<file path="config.mk">
export PLATFORM = sky130hd
export DESIGN_NAME = two_field_signed_decimal_parser
export DESIGN_NICKNAME = d
export VERILOG_FILES = /design/src/sv/tsdp_pkg.sv /design/src/sv/tsdp_in_reg.sv /design/src/sv/tsdp_core.sv /design/src/sv/tsdp_out_reg.sv /design/src/sv/two_field_signed_decimal_parser.sv
export SDC_FILE = /design/constraint.sdc
export NUM_CORES = 1
export LEC_CHECK = 0
export BUFFER_PORTS_ARGS = -buffer_cell sky130_fd_sc_hd__buf_4
export CAP_MARGIN = 15
export CORE_ASPECT_RATIO = 1.25
export CORE_MARGIN = 2
export CORE_UTILIZATION = 42
export CTS_BUF_LIST = sky130_fd_sc_hd__clkbuf_8
export CTS_CLUSTER_SIZE = 20
export DETAILED_ROUTE_END_ITERATION = 16
export SLEW_MARGIN = 30
export SYNTH_ARGS = -nofsm -noshare
export SYNTH_HDL_FRONTEND = slang
export SYNTH_HIERARCHICAL = 1
export SYNTH_SLANG_ARGS = --single-unit
export TNS_END_PERCENT = 30
</file>
<file path="constraint.sdc">
create_clock -name clk -period 10 [get_ports clk]
set_clock_uncertainty 0.2 [all_clocks]
set_input_delay 2 -clock clk [delete_from_list [all_inputs] [get_ports clk]]
set_output_delay 2 -clock clk [all_outputs]
set_load 0.02 [all_outputs]
</file>
<file path="src/sv/tsdp_pkg.sv">
`timescale 1ns / 1ps
// shared types and character codes for the two-field signed decimal parser
package tsdp_pkg;

	localparam int unsigned OUT_WIDTH  = 16;
	localparam int unsigned CHAR_WIDTH = 8;

	localparam logic [CHAR_WIDTH-1:0] CH_END   = 8'd0;
	localparam logic [CHAR_WIDTH-1:0] CH_PLUS  = 8'd43;
	localparam logic [CHAR_WIDTH-1:0] CH_COMMA = 8'd44;
	localparam logic [CHAR_WIDTH-1:0] CH_MINUS = 8'd45;
	localparam logic [CHAR_WIDTH-1:0] CH_ZERO  = 8'd48;

	typedef enum logic [1:0] {
		PH_FIRST  = 2'd0,
		PH_SECOND = 2'd1,
		PH_SKIP   = 2'd2
	} phase_t;

	typedef struct packed {
		logic signed [OUT_WIDTH-1:0] first_value;
		logic signed [OUT_WIDTH-1:0] second_value;
	} result_t;

	typedef struct packed {
		logic    emit;
		result_t result;
	} emit_t;

endpackage

</file>
<file path="src/sv/tsdp_in_reg.sv">
`timescale 1ns / 1ps
// input register holding one character item ahead of the parse logic
module tsdp_in_reg (
	input  logic                              clk,
	input  logic                              arst_n,
	input  logic                              char_valid,
	input  logic                              char_stall,
	input  logic [tsdp_pkg::CHAR_WIDTH-1:0]   char_code,
	input  logic                              advance,
	output logic                              valid_s1,
	output logic [tsdp_pkg::CHAR_WIDTH-1:0]   char_s1
);

	logic load;

	assign load = char_valid && !char_stall;

	always_ff @(posedge clk or negedge arst_n) begin
		if (!arst_n) begin
			valid_s1 <= 1'b0;
		end else if (load) begin
			valid_s1 <= 1'b1;
		end else if (advance) begin
			valid_s1 <= 1'b0;
		end
	end

	always_ff @(posedge clk) begin
		if (load) begin
			char_s1 <= char_code;
		end
	end

endmodule

</file>
<file path="src/sv/tsdp_core.sv">
`timescale 1ns / 1ps
// field state and per-character fold of the parser
module tsdp_core #(
	parameter int unsigned VALUE_WIDTH = 16
) (
	input  logic                              clk,
	input  logic                              arst_n,
	input  logic                              step,
	input  logic [tsdp_pkg::CHAR_WIDTH-1:0]   char_s1,
	output tsdp_pkg::emit_t                   emit
);

	tsdp_pkg::phase_t        phase_q, phase_d;
	logic                    start_q, start_d;
	logic                    neg_q, neg_d;
	logic [VALUE_WIDTH-1:0]  acc_q, acc_d;
	logic [VALUE_WIDTH-1:0]  held_q, held_d;

	logic [VALUE_WIDTH-1:0]  signed_val;
	logic [VALUE_WIDTH-1:0]  folded;
	logic                    is_end;

	assign is_end     = (char_s1 == tsdp_pkg::CH_END);
	assign signed_val = neg_q ? (VALUE_WIDTH'(0) - acc_q) : acc_q;
	// acc*10 as two shifts; byte minus '0' may go negative and wraps
	assign folded     = (acc_q << 3) + (acc_q << 1)
		+ VALUE_WIDTH'(char_s1) - VALUE_WIDTH'(tsdp_pkg::CH_ZERO);

	// next state
	always_comb begin
		phase_d = phase_q;
		start_d = start_q;
		neg_d   = neg_q;
		acc_d   = acc_q;
		held_d  = held_q;
		if (is_end) begin
			phase_d = tsdp_pkg::PH_FIRST;
			start_d = 1'b1;
			neg_d   = 1'b0;
			acc_d   = '0;
			held_d  = '0;
		end else begin
			case (phase_q)
				tsdp_pkg::PH_FIRST, tsdp_pkg::PH_SECOND: begin
					if (char_s1 == tsdp_pkg::CH_COMMA) begin
						if (phase_q == tsdp_pkg::PH_FIRST) begin
							held_d  = signed_val;
							phase_d = tsdp_pkg::PH_SECOND;
							start_d = 1'b1;
							neg_d   = 1'b0;
							acc_d   = '0;
						end else begin
							phase_d = tsdp_pkg::PH_SKIP;
						end
					end else if (start_q && (char_s1 == tsdp_pkg::CH_MINUS
						|| char_s1 == tsdp_pkg::CH_PLUS)) begin
						neg_d   = (char_s1 == tsdp_pkg::CH_MINUS);
						start_d = 1'b0;
					end else begin
						start_d = 1'b0;
						acc_d   = folded;
					end
				end
				default: begin
					// after a second comma everything up to the end byte is dropped
				end
			endcase
		end
	end

	// outputs
	always_comb begin
		emit.emit = step && is_end;
		if (phase_q == tsdp_pkg::PH_FIRST) begin
			emit.result.first_value  = signed_val[tsdp_pkg::OUT_WIDTH-1:0];
			emit.result.second_value = '0;
		end else begin
			emit.result.first_value  = held_q[tsdp_pkg::OUT_WIDTH-1:0];
			emit.result.second_value = signed_val[tsdp_pkg::OUT_WIDTH-1:0];
		end
	end

	always_ff @(posedge clk or negedge arst_n) begin
		if (!arst_n) begin
			phase_q <= tsdp_pkg::PH_FIRST;
			start_q <= 1'b1;
			neg_q   <= 1'b0;
			acc_q   <= '0;
			held_q  <= '0;
		end else if (step) begin
			phase_q <= phase_d;
			start_q <= start_d;
			neg_q   <= neg_d;
			acc_q   <= acc_d;
			held_q  <= held_d;
		end
	end

endmodule

</file>
<file path="src/sv/tsdp_out_reg.sv">
`timescale 1ns / 1ps
// result register holding one parsed pair until it is taken
module tsdp_out_reg (
	input  logic                                    clk,
	input  logic                                    arst_n,
	input  tsdp_pkg::emit_t                         emit,
	input  logic                                    result_stall,
	output logic                                    can_load,
	output logic                                    result_valid,
	output logic signed [tsdp_pkg::OUT_WIDTH-1:0]   first_value,
	output logic signed [tsdp_pkg::OUT_WIDTH-1:0]   second_value
);

	tsdp_pkg::result_t result_q;

	assign can_load     = !result_valid || !result_stall;
	assign first_value  = result_q.first_value;
	assign second_value = result_q.second_value;

	always_ff @(posedge clk or negedge arst_n) begin
		if (!arst_n) begin
			result_valid <= 1'b0;
		end else if (emit.emit) begin
			result_valid <= 1'b1;
		end else if (!result_stall) begin
			result_valid <= 1'b0;
		end
	end

	always_ff @(posedge clk) begin
		if (emit.emit) begin
			result_q <= emit.result;
		end
	end

endmodule

</file>
<file path="src/sv/two_field_signed_decimal_parser.sv">
`timescale 1ns / 1ps
// Parses a message of characters, one item per cycle, into two comma-separated
// signed decimal values. A field may open with '-' or '+'; every other byte
// before a comma or the zero byte is folded in as value*10 + (byte - '0') with
// no digit check, wrapping at VALUE_WIDTH bits. Bytes after a second comma are
// ignored. The zero byte produces one result item carrying both values (the
// second is zero when no comma came) and restarts the parser. A character
// passes an input register and is then folded into the field state, so
// the block takes one item every cycle while not stalled; a zero byte
// raises result_valid via the result register once folded. Only a zero byte
// that meets a full, stalled result register holds up the input side.
module two_field_signed_decimal_parser #(
	parameter int unsigned VALUE_WIDTH = 16
) (
	input  logic                                    clk,
	input  logic                                    arst_n,
	input  logic                                    char_valid,
	output logic                                    char_stall,
	input  logic [tsdp_pkg::CHAR_WIDTH-1:0]         char_code,
	output logic                                    result_valid,
	input  logic                                    result_stall,
	output logic signed [tsdp_pkg::OUT_WIDTH-1:0]   first_value,
	output logic signed [tsdp_pkg::OUT_WIDTH-1:0]   second_value
);

	logic                            valid_s1;
	logic [tsdp_pkg::CHAR_WIDTH-1:0] char_s1;
	logic                            advance;
	logic                            can_load;
	tsdp_pkg::emit_t                 emit;

	// only the end byte needs room in the result register
	assign advance    = valid_s1 && ((char_s1 != tsdp_pkg::CH_END) || can_load);
	assign char_stall = valid_s1 && !advance;

	tsdp_in_reg u_in_reg (
		.clk        (clk),
		.arst_n     (arst_n),
		.char_valid (char_valid),
		.char_stall (char_stall),
		.char_code  (char_code),
		.advance    (advance),
		.valid_s1   (valid_s1),
		.char_s1    (char_s1)
	);

	tsdp_core #(
		.VALUE_WIDTH (VALUE_WIDTH)
	) u_core (
		.clk     (clk),
		.arst_n  (arst_n),
		.step    (advance),
		.char_s1 (char_s1),
		.emit    (emit)
	);

	tsdp_out_reg u_out_reg (
		.clk          (clk),
		.arst_n       (arst_n),
		.emit         (emit),
		.result_stall (result_stall),
		.can_load     (can_load),
		.result_valid (result_valid),
		.first_value  (first_value),
		.second_value (second_value)
	);

`ifndef SYNTHESIS
	a_stall_needs_item: assert property (@(posedge clk) disable iff (!arst_n)
		char_stall |-> valid_s1)
		else $error("input stalled with empty input register");

	a_plain_char_flows: assert property (@(posedge clk) disable iff (!arst_n)
		(valid_s1 && char_s1 != tsdp_pkg::CH_END) |-> !char_stall)
		else $error("non-terminating item held in input register");

	a_emit_shows: assert property (@(posedge clk) disable iff (!arst_n)
		emit.emit |=> result_valid)
		else $error("emitted result not presented");

	a_result_from_end: assert property (@(posedge clk) disable iff (!arst_n)
		$rose(result_valid) |-> $past(valid_s1 && char_s1 == tsdp_pkg::CH_END))
		else $error("result appeared without an end byte");

	a_no_overwrite: assert property (@(posedge clk) disable iff (!arst_n)
		(result_valid && result_stall) |-> !emit.emit)
		else $error("pending result overwritten");
`endif

endmodule
</file>
# Yosys cells after proc, flatten, opt, wreduce, memory -nomap -nowiden
# Index checks and enable logic that the tools add are counted.
[classes]
add_sub_neg = 4
multipliers = 0
div_mod_pow = 0
order_cmp = 0
n_eq_ne = 7
shift = 0
mux = 28
bitwise_logic = 0
reduce_logical = 26
[op_table]
columns = ["operator", "n"]
rows = [
  ["16-bit 2-to-1 mux", 10],
  ["32-bit 2-to-1 mux", 1],
  ["8-bit by 6-bit equality test with 1-bit output, second input constant", 3],
  ["16-bit adder", 1],
  ["16-bit by 8-bit adder with 16-bit output", 1],
  ["1-bit by 16-bit subtractor with 16-bit output, first input constant", 1],
  ["16-bit by 6-bit subtractor with 16-bit output, second input constant", 1],
  ["1-bit 2-to-1 mux", 13],
  ["4-bit AND reduction", 3],
  ["8-bit zero test", 1],
  ["2-bit 2-to-1 mux", 4],
  ["2-bit nonzero test", 4],
  ["8-bit nonzero test", 1],
  ["3-bit AND reduction", 2],
  ["1-bit logical AND", 5],
  ["1-bit zero test", 4],
  ["1-bit logical OR", 3],
  ["3-bit by 1-bit inequality test with 1-bit output, second input constant", 1],
  ["3-bit by 2-bit inequality test with 1-bit output, second input constant", 1],
  ["3-bit nonzero test", 1],
  ["2-bit by 1-bit equality test with 1-bit output, second input constant", 1],
  ["2-bit zero test", 1],
  ["2-bit by 1-bit inequality test with 1-bit output, second input constant", 1],
  ["2-bit OR reduction", 1],
]
[totals]
regBits = 78
latchBits = 0
ramBits = 0
romBits = 0
word_cells = 75
n_memories = 0

# Logic depth before layout (Yosys ltp)
[depth]
depth_word = 9
mapped_depth = 12

# Cells and area by module
# Netlist, hierarchy kept.
[modules_own_cells]
columns = ["module", "instances", "cells_per_inst", "area_per_inst_um2"]
rows = [
  ["tsdp_core", 1, 350, 3111.7],
  ["tsdp_out_reg", 1, 35, 997.2],
  ["tsdp_in_reg", 1, 12, 290.3],
  ["two_field_signed_decimal_parser", 1, 6, 40.0],
]

# Worst setup path after synthesis
# Ideal clock, no wire load.
[synth_path]
kind = "in2out"
from = "input result_stall"
to = "output char_stall"
t_arrival_ps = 2700
slack_ps = 5100
stages = 3
path_cell_list = "nand2_1 nor4_2 and4_1"
[synth_via]
elab_chain_len = 6
[synth_lines]
columns = ["element", "line", "text"]
rows = [
  ["start, declared", "two_field_signed_decimal_parser.sv:21", "input logic result_stall,"],
  ["1-bit zero test", "tsdp_out_reg.sv:16", "assign can_load = !result_valid || !result_stall;"],
  ["1-bit logical OR", "tsdp_out_reg.sv:16", ""],
  ["1-bit logical OR", "two_field_signed_decimal_parser.sv:33", "assign advance = valid_s1 && ((char_s1 != tsdp_pkg::CH_END) || can_load);"],
  ["1-bit logical AND", "two_field_signed_decimal_parser.sv:33", ""],
  ["1-bit zero test", "two_field_signed_decimal_parser.sv:34", "assign char_stall = valid_s1 && !advance;"],
  ["1-bit logical AND", "two_field_signed_decimal_parser.sv:34", ""],
  ["end, declared", "two_field_signed_decimal_parser.sv:18", "output logic char_stall,"],
]
# No other way between the ends.

# Final worst setup path
[layout_path]
from = "input result_stall"
to = "output char_stall"
[layout_via]
elab_chain_len = 6
[layout_lines]
columns = ["element", "line", "text"]
rows = [
  ["1-bit zero test", "tsdp_out_reg.sv:16", ""],
  ["1-bit logical OR", "tsdp_out_reg.sv:16", ""],
  ["net can_load", "two_field_signed_decimal_parser.sv:29", "logic can_load;"],
  ["1-bit logical OR", "two_field_signed_decimal_parser.sv:33", ""],
  ["1-bit logical AND", "two_field_signed_decimal_parser.sv:33", ""],
  ["1-bit zero test", "two_field_signed_decimal_parser.sv:34", ""],
  ["1-bit logical AND", "two_field_signed_decimal_parser.sv:34", ""],
]
# The timed path passes the listed nets, and every way through them passes these cells.

==> impl_metrics.toml <==
[timing]
final_max_slew_viol_count = 0
final.setup.worst_slack_ns = 4.92
tightest_slew_ns = 0.691
rsz0062_at_grt = "false"
layout_min_cycle_time_ns = 5.08
setup_tns_ns = 0
worst_hold_slack_ns = 0.292
finalCritPeriodShare_pct = 50.8
clock.fmax_ghz = 0.197
setup_viol = 0
hold_viol = 0
maxSlewHeadroom_pct = 53.9

[critical_path]
critPathCaptureType = "output pin"
critical_path_class = "input port to output pin"
crit_family = "simple AND/OR/NAND/NOR gates"
critical_path.max_stage_delay_ns = 0.30
start_kind = "input port"
crit_chain = "buf_4 > nand2_1 > nor4_2 > and4_1 > buf_4"
crit_path_frequent_cell = "buf_4"
critPathRequiredTime_ns = 7.80
worstPathBufferInverterCount = 2
cp_slowest_cell = "and4_1"
critical_path.max_fanout = 2
crit_arrival_ns = 2.88

[routing]
first_iter_violations = 163
drtPass1Iterations = 4
antenna_left = 0
avgRoutedWirePerCell_um = 14.7
vias_per_cell = 5.35
num_vias = 3119
drt_wl_total_um = 8580
drc_errors = 0

[global_route]
gr-usage-met1_pct = 21.4
busiest_layer = "met2"
overflow = 0
grt_pass1_vias = 3061
track_usage_pct = 16.6
grt_use_met2_pct = 26.5
grt_start_max_net_pins = 49
grt_pass1_wl_um = 14700
antenna_found_initial = 0
grt_use_met3_pct = 4.17

[logic_synthesis]
syn_area_per_cell_um2 = 11.0
synthDistinctLibCells = 58
syn_inst = 403
ys_seq_elements = 78
yosys_most_used_dff = "edfxtp_1"
yosys_warnings = 6
synth_fp_nets = 456
seq_area_frac_synth_pct = 48.5
async_reset_ff_share_pct = 48.7
syn-cell-area_um2 = 4440
synth-edff-count = 40

[layout]
final_cells = 583
layout_commonest_cell = "inv_1"
drive_above_1_share_pct = 17.6
areaGrowthSynthToFinish_pct = 14.7
final_cell_mix = "inv_1, buf_4, nor2_1"
n_antenna_cell = 0
fin_nets = 502

[run]
maxCapViolations = 0

[power_and_ir_drop]
peakVddDrop_mv = 0.222
finalPower_w = 0.00168
p_per_area_nw_per_um2 = 330
p_leak_nw = 2.24

[floorplan]
die_h_um = 119
coreArea_um2 = 10200
start_util_pct = 43.5
row_count = 41
pin_count = 46
dieWidth_um = 96.0
die_area_um2 = 11400

[placed_design]
gp_congestion = 0.868
io_buffer_count = 45
post-dp-hpwl_um = 6530
place_worst_setup_slack_ns = 4.91
dp.cells = 567

[run_status]
status = "finished, final reports clean"

[cts]
root_buffer = "clkbuf_8"
cts_buffers = 9
htree_levels = 3
postCtsSetupBuffers = 0
path_clk_slew_ns = 0.08
clockBufferDepth = 2
holdBufCountCts = 0
clock_latency_ns = 0.35
cts.sinks = 78
post_cts_resized = 0
cts_tree = "yes"

[hold_path]
hp-class = "flip-flop to flip-flop"
## synthesized netlist by cell type (2+ instances only)
library cell	n	share of area, %
a211oi_1	3	0.51
a21o_1	6	1.0
a21oi_1	21	2.4
a221o_1	3	0.68
a22o_1	3	0.59
a311o_1	2	0.45
a31oi_1	2	0.28
a32o_1	2	0.45
and3_1	3	0.42
buf_2	2	0.23
buf_6	2	0.51
clkbuf_1	6	0.51
dfrtp_1	37	21
edfxtp_1	40	27
fa_1	6	2.7
ha_1	35	9.9
inv_1	50	4.2
mux2_2	3	0.76
nand2_1	15	1.3
nand2b_1	2	0.28
nand3_1	7	0.79
nand4_1	2	0.28
nor2_1	44	3.7
nor3_1	6	0.68
nor3_2	2	0.45
nor4_1	3	0.42
o2111a_1	3	0.76
o21ai_0	17	1.9
o21bai_1	3	0.51
o2bb2ai_1	16	3.2
o31ai_1	5	0.85
o41ai_1	4	0.79
o41ai_2	2	0.73
xnor2_1	15	3.0
xor2_1	8	1.6
## power breakdown
part	internal (W)	switching [W]
Sequential	0.000393	0.0000420
Combinational	0.000432	0.000588
Clock	0.000111	0.000114
Total	0.000936	0.000743
## registers in the layout, summed over array words and instances, names as in the netlist
| name | cells |
|---|---|
| u_core/held_q | 16 |
| u_core/start_q | 1 |
| u_core/acc_q | 16 |
| u_in_reg/char_s1 | 8 |
| u_in_reg/valid_s1 | 1 |
| u_out_reg/first_value | 16 |
| u_core/phase_q | 2 |
| u_out_reg/second_value | 16 |
| u_core/neg_q | 1 |
| u_out_reg/result_valid | 1 |
## metal layers
metal  wire (µm)  up-vias
li1            -     1554
met1        3890     1489
met2        4220       64
met3         322       12
met4         150        0
met5           0        -
## worst reg2reg max path, stage by stage, from the launching register on
cell,delay [ns]
edfxtp_1,0.48
inv_1,0.10
fa_1,0.54
inv_1,0.04
ha_1,0.29
ha_1,0.23
inv_1,0.08
fa_1,0.20
nand2b_1,0.15
a21oi_1,0.12
o41ai_2,0.57
o21ai_0,0.19
a221o_1,0.31
## metrics by stage
stage | cell area, µm² | util [%]
2_1_floorplan | 4440 | -
3_3_place_gp | 4880 | 47.8
3_5_place_dp | 4890 | 47.9
4_1_cts | 5080 | 49.8
5_1_grt | 5090 | 49.9
6_report | 5090 | 49.9
## logic make-up after synthesis
| kind of cell | count (synthesis) | share of synthesized area [%] |
|---|---|---|
| adders and majority gates | 41 | 12.6 |
| DFF | 78 | 48.5 |
| buffers and inverters | 62 | 5.92 |
| AOI/OAI and AO/OA | 100 | 16.5 |
| xor gates and xnor gates | 23 | 4.54 |
| muxes | 4 | 0.986 |
| and+or+nand+nor | 95 | 10.9 |
## area by class of cell
class	instances	area, µm²
Fill cell	959	5120
Sequential cell	78	2150
Multi-Input combinational cell	263	2040
Timing Repair Buffer	47	353
Inverter	50	188
Clock buffer	12	165
Tap cell	129	161
Clock inverter	4	30.0
## path summary, 6_finish.rpt
path,start,end,slack (ns),cells after the start
max in group asynchronous,arst_n,u_core/start_q,7.81,1
min in group asynchronous,arst_n,u_core/held_q[9],1.42,1
worst min register to register,u_core/acc_q[10],u_core/acc_q[10],0.29,1
worst max register to register,u_in_reg/char_s1[3],u_core/acc_q[13],6.40,12
worst min-delay path,u_core/acc_q[10],u_core/acc_q[10],0.29,1
worst max-delay path,result_stall,char_stall,4.92,5
(Power assumes the default switching activity.)
